===== config.mk =====
export PLATFORM = sky130hd
export DESIGN_NAME = bounded_unique_list
export DESIGN_NICKNAME = d
export VERILOG_FILES = /design/src/hdl/bul_pkg.sv /design/src/hdl/bul_ram.sv /design/src/hdl/bul_seq.sv /design/src/hdl/bounded_unique_list.sv
export SDC_FILE = /design/constraint.sdc
export NUM_CORES = 2
export LEC_CHECK = 0
export BUFFER_PORTS_ARGS = -buffer_cell sky130_fd_sc_hd__buf_2
export CORE_UTILIZATION = 31
export CTS_BUF_LIST = sky130_fd_sc_hd__clkbuf_4
export DETAILED_ROUTE_END_ITERATION = 12
export GPL_TIMING_DRIVEN = 0
export MAX_ROUTING_LAYER = met4
export SLEW_MARGIN = 20
export SYNTH_ARGS = -nofsm -noshare
export SYNTH_HDL_FRONTEND = slang
export SYNTH_SLANG_ARGS = --single-unit

===== constraint.sdc =====
create_clock -name clock -period 5.8 [get_ports clock]
set_clock_uncertainty 0.05 [all_clocks]
set_input_delay 0.58 -clock clock [delete_from_list [all_inputs] [get_ports clock]]
set_output_delay 0.58 -clock clock [all_outputs]
set_load 0.005 [all_outputs]

===== src/hdl/bul_pkg.sv =====
// shared types and constants for the bounded unique list
`default_nettype none

package bul_pkg;

   localparam int CAPACITY = 64;
   localparam int SLOTS    = 64;
   localparam int ADDR_W   = $clog2(SLOTS);
   localparam int CNT_W    = $clog2(SLOTS + 1);
   localparam int DATA_W   = 32;

   typedef logic [ADDR_W-1:0] addr_type;
   typedef logic [CNT_W-1:0]  count_type;
   typedef logic [DATA_W-1:0] word_type;

   typedef enum logic [1:0] {
      KIND_INSERT = 2'd0,
      KIND_REMOVE = 2'd1,
      KIND_DUMP   = 2'd2
   } kind_type;

   typedef enum logic [2:0] {
      ST_INSERTED  = 3'd0,
      ST_DUPLICATE = 3'd1,
      ST_FULL      = 3'd2,
      ST_REMOVED   = 3'd3,
      ST_NOT_FOUND = 3'd4,
      ST_EMPTY     = 3'd5,
      ST_LISTED    = 3'd6
   } status_type;

   typedef enum logic [2:0] {
      SEQ_IDLE,
      SEQ_SCAN,
      SEQ_SHIFT,
      SEQ_DUMP,
      SEQ_RESP
   } seq_state_type;

   typedef struct packed {
      logic [1:0]         kind;
      logic signed [31:0] value;
   } req_type;

   typedef struct packed {
      status_type         status;
      logic signed [31:0] element;
      logic               last;
   } rsp_type;

   typedef struct packed {
      logic     wr_en;
      addr_type wr_addr;
      word_type wr_data;
      logic     rd_en;
      addr_type rd_addr;
   } ram_req_type;

   typedef struct packed {
      count_type count;
      logic      busy;
   } seq_stat_type;

endpackage

`default_nettype wire


===== src/hdl/bul_ram.sv =====
// list storage: one write port, one registered read port
`default_nettype none

module bul_ram
   import bul_pkg::*;
(
   input  wire logic        clock,
   input  wire ram_req_type ram_req,
   output word_type         rd_data
);

   word_type mem [SLOTS];
   word_type rd_data_ff;

   always_ff @(posedge clock) begin
      if (ram_req.wr_en) begin
         mem[ram_req.wr_addr] <= ram_req.wr_data;
      end
      // read data holds until the next read
      if (ram_req.rd_en) begin
         rd_data_ff <= mem[ram_req.rd_addr];
      end
   end

   assign rd_data = rd_data_ff;

endmodule

`default_nettype wire


===== src/hdl/bul_seq.sv =====
// sequencer: search, shift and dump walks over the list memory, result register
`default_nettype none

module bul_seq
   import bul_pkg::*;
(
   input  wire logic    clock,
   input  wire logic    reset,
   input  wire logic    req_valid,
   output logic         req_stall,
   input  wire req_type req_data,
   output logic         rsp_valid,
   input  wire logic    rsp_stall,
   output rsp_type      rsp_data,
   output ram_req_type  ram_req,
   input  wire word_type ram_rd_data,
   output seq_stat_type stat
);

   seq_state_type state_ff, state_in;
   addr_type      idx_ff, idx_in;
   addr_type      head_ff, head_in;
   count_type     count_ff, count_in;
   logic          insert_ff, insert_in;
   word_type      value_ff, value_in;
   status_type    pend_status_ff, pend_status_in;
   word_type      pend_elem_ff, pend_elem_in;
   logic          rsp_valid_ff, rsp_valid_in;
   rsp_type       rsp_data_ff, rsp_data_in;

   logic          out_free;
   logic          load;
   rsp_type       load_data;
   logic          hit;
   logic          at_end;
   logic          shift_end;
   addr_type      cur_addr;

   assign out_free  = !rsp_valid_ff || !rsp_stall;
   assign hit       = ram_rd_data == value_ff;
   // list front sits at head, so logical slot i lives at head + i
   assign cur_addr  = head_ff + idx_ff;
   assign at_end    = ({1'b0, idx_ff} + count_type'(1)) == count_ff;
   assign shift_end = ({1'b0, idx_ff} + count_type'(2)) == count_ff;
   assign req_stall = state_ff != SEQ_IDLE;

   always_comb begin
      state_in       = state_ff;
      idx_in         = idx_ff;
      head_in        = head_ff;
      count_in       = count_ff;
      insert_in      = insert_ff;
      value_in       = value_ff;
      pend_status_in = pend_status_ff;
      pend_elem_in   = pend_elem_ff;
      ram_req        = '0;
      load           = 1'b0;
      load_data      = '0;

      unique case (state_ff)
         SEQ_IDLE: begin
            if (req_valid) begin
               value_in     = word_type'(req_data.value);
               pend_elem_in = word_type'(req_data.value);
               idx_in       = '0;
               unique case (req_data.kind)
                  KIND_INSERT: begin
                     insert_in = 1'b1;
                     priority if (count_ff >= count_type'(CAPACITY)) begin
                        pend_status_in = ST_FULL;
                        state_in       = SEQ_RESP;
                     end else if (count_ff == '0) begin
                        ram_req.wr_en   = 1'b1;
                        ram_req.wr_addr = head_ff - addr_type'(1);
                        ram_req.wr_data = word_type'(req_data.value);
                        head_in         = head_ff - addr_type'(1);
                        count_in        = count_ff + count_type'(1);
                        pend_status_in  = ST_INSERTED;
                        state_in        = SEQ_RESP;
                     end else begin
                        ram_req.rd_en   = 1'b1;
                        ram_req.rd_addr = head_ff;
                        state_in        = SEQ_SCAN;
                     end
                  end
                  KIND_REMOVE: begin
                     insert_in = 1'b0;
                     if (count_ff == '0) begin
                        pend_status_in = ST_EMPTY;
                        state_in       = SEQ_RESP;
                     end else begin
                        ram_req.rd_en   = 1'b1;
                        ram_req.rd_addr = head_ff;
                        state_in        = SEQ_SCAN;
                     end
                  end
                  KIND_DUMP: begin
                     insert_in = 1'b0;
                     if (count_ff == '0) begin
                        pend_status_in = ST_EMPTY;
                        pend_elem_in   = '0;
                        state_in       = SEQ_RESP;
                     end else begin
                        ram_req.rd_en   = 1'b1;
                        ram_req.rd_addr = head_ff;
                        state_in        = SEQ_DUMP;
                     end
                  end
                  default: begin
                     // unused kind: taken and dropped
                     insert_in = 1'b0;
                  end
               endcase
            end
         end

         SEQ_SCAN: begin
            priority if (hit) begin
               if (insert_ff) begin
                  pend_status_in = ST_DUPLICATE;
                  state_in       = SEQ_RESP;
               end else if (at_end) begin
                  count_in       = count_ff - count_type'(1);
                  pend_status_in = ST_REMOVED;
                  state_in       = SEQ_RESP;
               end else begin
                  ram_req.rd_en   = 1'b1;
                  ram_req.rd_addr = cur_addr + addr_type'(1);
                  state_in        = SEQ_SHIFT;
               end
            end else if (at_end) begin
               if (insert_ff) begin
                  ram_req.wr_en   = 1'b1;
                  ram_req.wr_addr = head_ff - addr_type'(1);
                  ram_req.wr_data = value_ff;
                  head_in         = head_ff - addr_type'(1);
                  count_in        = count_ff + count_type'(1);
                  pend_status_in  = ST_INSERTED;
               end else begin
                  pend_status_in = ST_NOT_FOUND;
               end
               state_in = SEQ_RESP;
            end else begin
               ram_req.rd_en   = 1'b1;
               ram_req.rd_addr = cur_addr + addr_type'(1);
               idx_in          = idx_ff + addr_type'(1);
            end
         end

         SEQ_SHIFT: begin
            // read data is slot idx + 1, moved down into slot idx
            ram_req.wr_en   = 1'b1;
            ram_req.wr_addr = cur_addr;
            ram_req.wr_data = ram_rd_data;
            if (shift_end) begin
               count_in       = count_ff - count_type'(1);
               pend_status_in = ST_REMOVED;
               state_in       = SEQ_RESP;
            end else begin
               ram_req.rd_en   = 1'b1;
               ram_req.rd_addr = cur_addr + addr_type'(2);
               idx_in          = idx_ff + addr_type'(1);
            end
         end

         SEQ_DUMP: begin
            if (out_free) begin
               load              = 1'b1;
               load_data.status  = ST_LISTED;
               load_data.element = ram_rd_data;
               load_data.last    = at_end;
               if (at_end) begin
                  state_in = SEQ_IDLE;
               end else begin
                  ram_req.rd_en   = 1'b1;
                  ram_req.rd_addr = cur_addr + addr_type'(1);
                  idx_in          = idx_ff + addr_type'(1);
               end
            end
         end

         SEQ_RESP: begin
            if (out_free) begin
               load              = 1'b1;
               load_data.status  = pend_status_ff;
               load_data.element = pend_elem_ff;
               load_data.last    = 1'b1;
               state_in          = SEQ_IDLE;
            end
         end

         default: begin
            state_in = SEQ_IDLE;
         end
      endcase

      if (load) begin
         rsp_valid_in = 1'b1;
         rsp_data_in  = load_data;
      end else begin
         rsp_valid_in = rsp_valid_ff && rsp_stall;
         rsp_data_in  = rsp_data_ff;
      end
   end

   always_ff @(posedge clock) begin
      if (reset) begin
         state_ff     <= SEQ_IDLE;
         head_ff      <= '0;
         count_ff     <= '0;
         rsp_valid_ff <= 1'b0;
      end else begin
         state_ff     <= state_in;
         head_ff      <= head_in;
         count_ff     <= count_in;
         rsp_valid_ff <= rsp_valid_in;
      end
   end

   always_ff @(posedge clock) begin
      idx_ff         <= idx_in;
      insert_ff      <= insert_in;
      value_ff       <= value_in;
      pend_status_ff <= pend_status_in;
      pend_elem_ff   <= pend_elem_in;
      rsp_data_ff    <= rsp_data_in;
   end

   assign rsp_valid  = rsp_valid_ff;
   assign rsp_data   = rsp_data_ff;
   assign stat.count = count_ff;
   assign stat.busy  = state_ff != SEQ_IDLE;

endmodule

`default_nettype wire


===== src/hdl/bounded_unique_list.sv =====
// bounded unique list: insert at front, remove by value, dump in order
// insert searches the list for a duplicate before writing at the front; a remove shifts the
//   entries after the match down to close the gap; dump gives one beat a cycle while rsp_stall is low
// every walk goes through the single read port of the list memory; requests are taken
//   only while the sequencer is idle
// reset clears the fill count and front pointer at once; the memory has no clearing pass
`default_nettype none

module bounded_unique_list
   import bul_pkg::*;
(
   input  wire logic    clock,
   input  wire logic    reset,
   input  wire logic    req_valid,
   output logic         req_stall,
   input  wire req_type req_data,
   output logic         rsp_valid,
   input  wire logic    rsp_stall,
   output rsp_type      rsp_data
);

   ram_req_type  ram_req;
   word_type     ram_rd_data;
   seq_stat_type stat;

   bul_seq u_seq (
      .clock       (clock),
      .reset       (reset),
      .req_valid   (req_valid),
      .req_stall   (req_stall),
      .req_data    (req_data),
      .rsp_valid   (rsp_valid),
      .rsp_stall   (rsp_stall),
      .rsp_data    (rsp_data),
      .ram_req     (ram_req),
      .ram_rd_data (ram_rd_data),
      .stat        (stat)
   );

   bul_ram u_ram (
      .clock   (clock),
      .ram_req (ram_req),
      .rd_data (ram_rd_data)
   );

`ifndef NO_ASSERTIONS
   a_count_bound: assert property (@(posedge clock) disable iff (reset)
      stat.count <= count_type'(CAPACITY))
      else $error("fill count above capacity");

   a_no_rw_collide: assert property (@(posedge clock) disable iff (reset)
      (ram_req.wr_en && ram_req.rd_en) |-> (ram_req.wr_addr != ram_req.rd_addr))
      else $error("memory read and write hit the same entry");

   a_mid_beat_listed: assert property (@(posedge clock) disable iff (reset)
      (rsp_valid && !rsp_data.last) |-> (rsp_data.status == ST_LISTED))
      else $error("non-final beat that is not a listed element");

   a_write_only_busy: assert property (@(posedge clock) disable iff (reset)
      (ram_req.wr_en && !stat.busy) |-> (stat.count == '0))
      else $error("memory written from idle with a non-empty list");
`endif

endmodule

`default_nettype wire

==> run metrics <==
actual transition at the worst max-transition pin 1.15 ns; Achievable Freq 173 MHz; worst vdd ir 0.153 mV; Initial DRC Count 7685; GRT Overall Usage 20.2%; synthesized area 0.0879 mm2; M3 GR Usage 4.83%; post-synth top area share 74.8%; CP peak stage delay 0.57 ns; Final nets 7248; Slew Limit Fails 0; met1 Use GR 25.0%; Setup WS post-layout 0.0359 ns; fillers 26600; Logic pwr share 13.3%; DP Area 0.0976 mm2; top cells by area, synth edfxtp_1, nand2_1, mux2i_1; final WL 289000 um; switch share 27.5%; DRT Pass-1 Iters 8; Cell variety after synth 76; Die Width 535 um; clk_lat worst skew 1.26 ns; Seq/Total Area, Yosys 75.2%; critical path, cell by cell ha_1 -> buf_2 -> xnor3_1 -> and3_1 -> nor3_1 -> a211oi_4 -> buf_4 -> o311ai_2 -> buf_2 -> buf_4 -> clkbuf_1 -> nand2_1 -> a32oi_1 -> nand4_1 -> nand4_1 -> or3_1; arrival time at the worst endpoint 6.79 ns; row cnt 195; Ports 76; reg-to-reg slack, setup 0.04 ns; Pint 25.5 mW; Final period util 99.4%; HP Class input pin to flop; Most Used Layer, Global Route met2; most common cell after layout, fill and taps aside edfxtp_1; Fin. Hold Viols 0; Finish-stage setup viols 0; Worst setup EP type flop; crit path time final 5.76 ns; gr ovfl total 0; Max Cap Viol 0; ys flop type edfxtp_1; Startpoint Class flop; post-route ant nets 0; Crit Path Max Fanout 10; Psw 9.69 mW; die footprint 0.286 mm2; area grow syn2layout 20.7%; Root Driver clkbuf_4; Setup CP Type flop to flop; Syn. warnings 0; Design Area, Final 0.106 mm2; Post-Syn Area per Cell 14.0 um2; number of global-route vias before repair 57000; TritonCTS clock tree built; Req. time, crit path 6.83 ns; first-pass GRT wire length 404000 um; number of synthesized register bits 2207; via count 59400; commonest cells after routing, fill and taps aside edfxtp_1, nand2_1, clkbuf_4; CTS Sinks 2207; Clock transition at path regs 0.08 ns; maximum level of the CTS H-tree 6; Sequential Power Share 51.2%; WP buf/inv 5; Clk pwr share 35.5%; status completed; DR WL/cell 25.6 um; unrepaired setup endpoints after global routing yes; largest net degree at the start of global routing 49; post-synthesis instance total 6268; count of flip-flops with a built-in enable after synthesis 2190; post-DR vias/cell 5.26; cell taking the most area after synthesis edfxtp_1; Die Y 535 um; crit path max-delay cell type nand4_1; Post-Place Setup Slack -0.637 ns; asr flop ratio synth 0%; Core Box Area 0.282 mm2; Slew HR 23.1%; GRT met2 Usage 30.5%; static leakage 37.9 nW; Max Buffers Root-to-Sink 4; RePlAce Congestion 0.968; post-DP HPWL 205000 um; DRC violations left 0; layout cells sized above 1 19.3%; Initial Util 31.2%; PwrDens 332 mW/mm2; initial antenna violation count 27; family with the most delay on the worst path simple AND/OR/NAND/NOR gates; IO buf count 74; total CTS buffers 542; Post-Syn Nets 6323
==> repair_timing <==
item,CTS,global route
pin swaps,7,33
hold endpoints to repair,316,0
gates resized for setup,59,67
hold buffers,47,0
buffers inserted,2,101
setup endpoints to repair,32,668
==> layer usage <==
metal / vias to the layer above / part of all wire, % / routed length (um)
met5: - / 0 / 0
met4: 0 / 5.7 / 16400
met3: 584 / 11 / 30500
met2: 3452 / 45 / 131000
met1: 29500 / 38 / 111000
li1: 25800 / - / -
==> Yosys cell counts, types with 17 or more instances <==
cell	count
a211oi_1	35
a21oi_1	81
a221oi_1	33
a22o_1	32
a22oi_1	33
a31oi_1	40
a32oi_1	126
and2_1	42
and3_1	97
buf_1	44
buf_2	109
clkbuf_1	235
dfxtp_1	17
edfxtp_1	2190
inv_1	46
mux2i_1	294
nand2_1	1463
nand3_1	584
nand4_1	160
nor2_1	117
nor3_1	136
nor4_1	44
o21ai_0	54
o41a_1	29
or3_1	38
xnor2_1	18
xor2_1	47
==> final cells by class <==
cell class,instances,area (um2),share of cell area [%]
buffer,395,1780,1.67
clock buffer,753,5650,5.33
multi-input combinational,3617,21100,19.9
clock inverter,128,774,0.730
tap,3743,4680,4.41
inverter,46,175,0.165
sequential,2207,66100,62.3
antenna,16,40.0,0.0377
timing repair buffer,384,5790,5.46
==> worst register-to-register path: cells and delay by family, from the launching register on <==
family	cells	cell delay (ns)
AND/OR/NAND/NOR	6	2.01
buffers and inverters	5	1.80
AO/OA/AOI/OAI	3	0.91
flip-flops	1	0.48
adder cells (fa/ha/maj)	1	0.22
XOR/XNOR	1	0.17
==> sequential cells by signal, summed over array words and instances (netlist names) <==
name / cells
u_seq.pend_elem_ff: 32
u_seq.head_ff: 6
u_ram.mem: 2048
u_seq.state_ff: 3
u_seq.rsp_valid: 1
u_seq.rsp_data: 36
u_seq.idx_ff: 6
u_seq.count_ff: 7
u_seq.pend_status_ff: 3
u_seq.insert_ff: 1
u_seq.value_ff: 32
u_ram.rd_data: 32
==> metrics by stage <==
step / hold WS [ns] / utilization (%) / instances / setup TNS (ns) / total power [mW]
finish: 0.0647 / 37.6 / 11300 / 0 / 35.2
global route: 0.0417 / 37.6 / 11300 / -2.10 / 36.3
CTS: 0.0000996 / 37.2 / 11200 / 0 / 35.3
detailed placement: 0.468 / 34.6 / 10200 / -14.76 / 22.9
global placement: 0.475 / 33.0 / 10100 / - / 22.6
floorplan: 0.442 / - / 6268 / 0 / 20.6
==> kinds of logic (layout without fill, tap and decap cells) <==
logic type	after synthesis	after routing	synth area share (%)
flops	2207	2207	75.2
compound gates	523	523	4.52
xor+xnor	67	67	0.699
simple gates	2713	2713	13.9
mux	297	297	3.39
other cells	0	16	0
buf+inv	444	1706	2.10
fa+ha+maj	17	17	0.250
==> final timing paths <==
kind	cells after the start	startpoint	end
setup / recovery	16	u_seq.idx_ff[2]	u_ram.rd_data[3]
hold reg to reg	1	u_seq.pend_elem_ff[31]	u_seq.rsp_data[32]
setup reg to reg	16	u_seq.idx_ff[2]	u_ram.rd_data[3]
hold / removal	2	req_data[20]	u_seq.value_ff[20]
==> power by group through the flow <==
stage | logic [mW] | clock network, mW | registers, mW
after floorplan | 2.26 | 0 | 18.4
after global placement | 4.10 | 0 | 18.5
after detailed placement | 4.47 | 0 | 18.4
after CTS | 4.55 | 12.7 | 18.0
after global routing | 4.86 | 13.4 | 18.0
final | 4.69 | 12.5 | 18.0
Power figures use the tool's default switching activity.
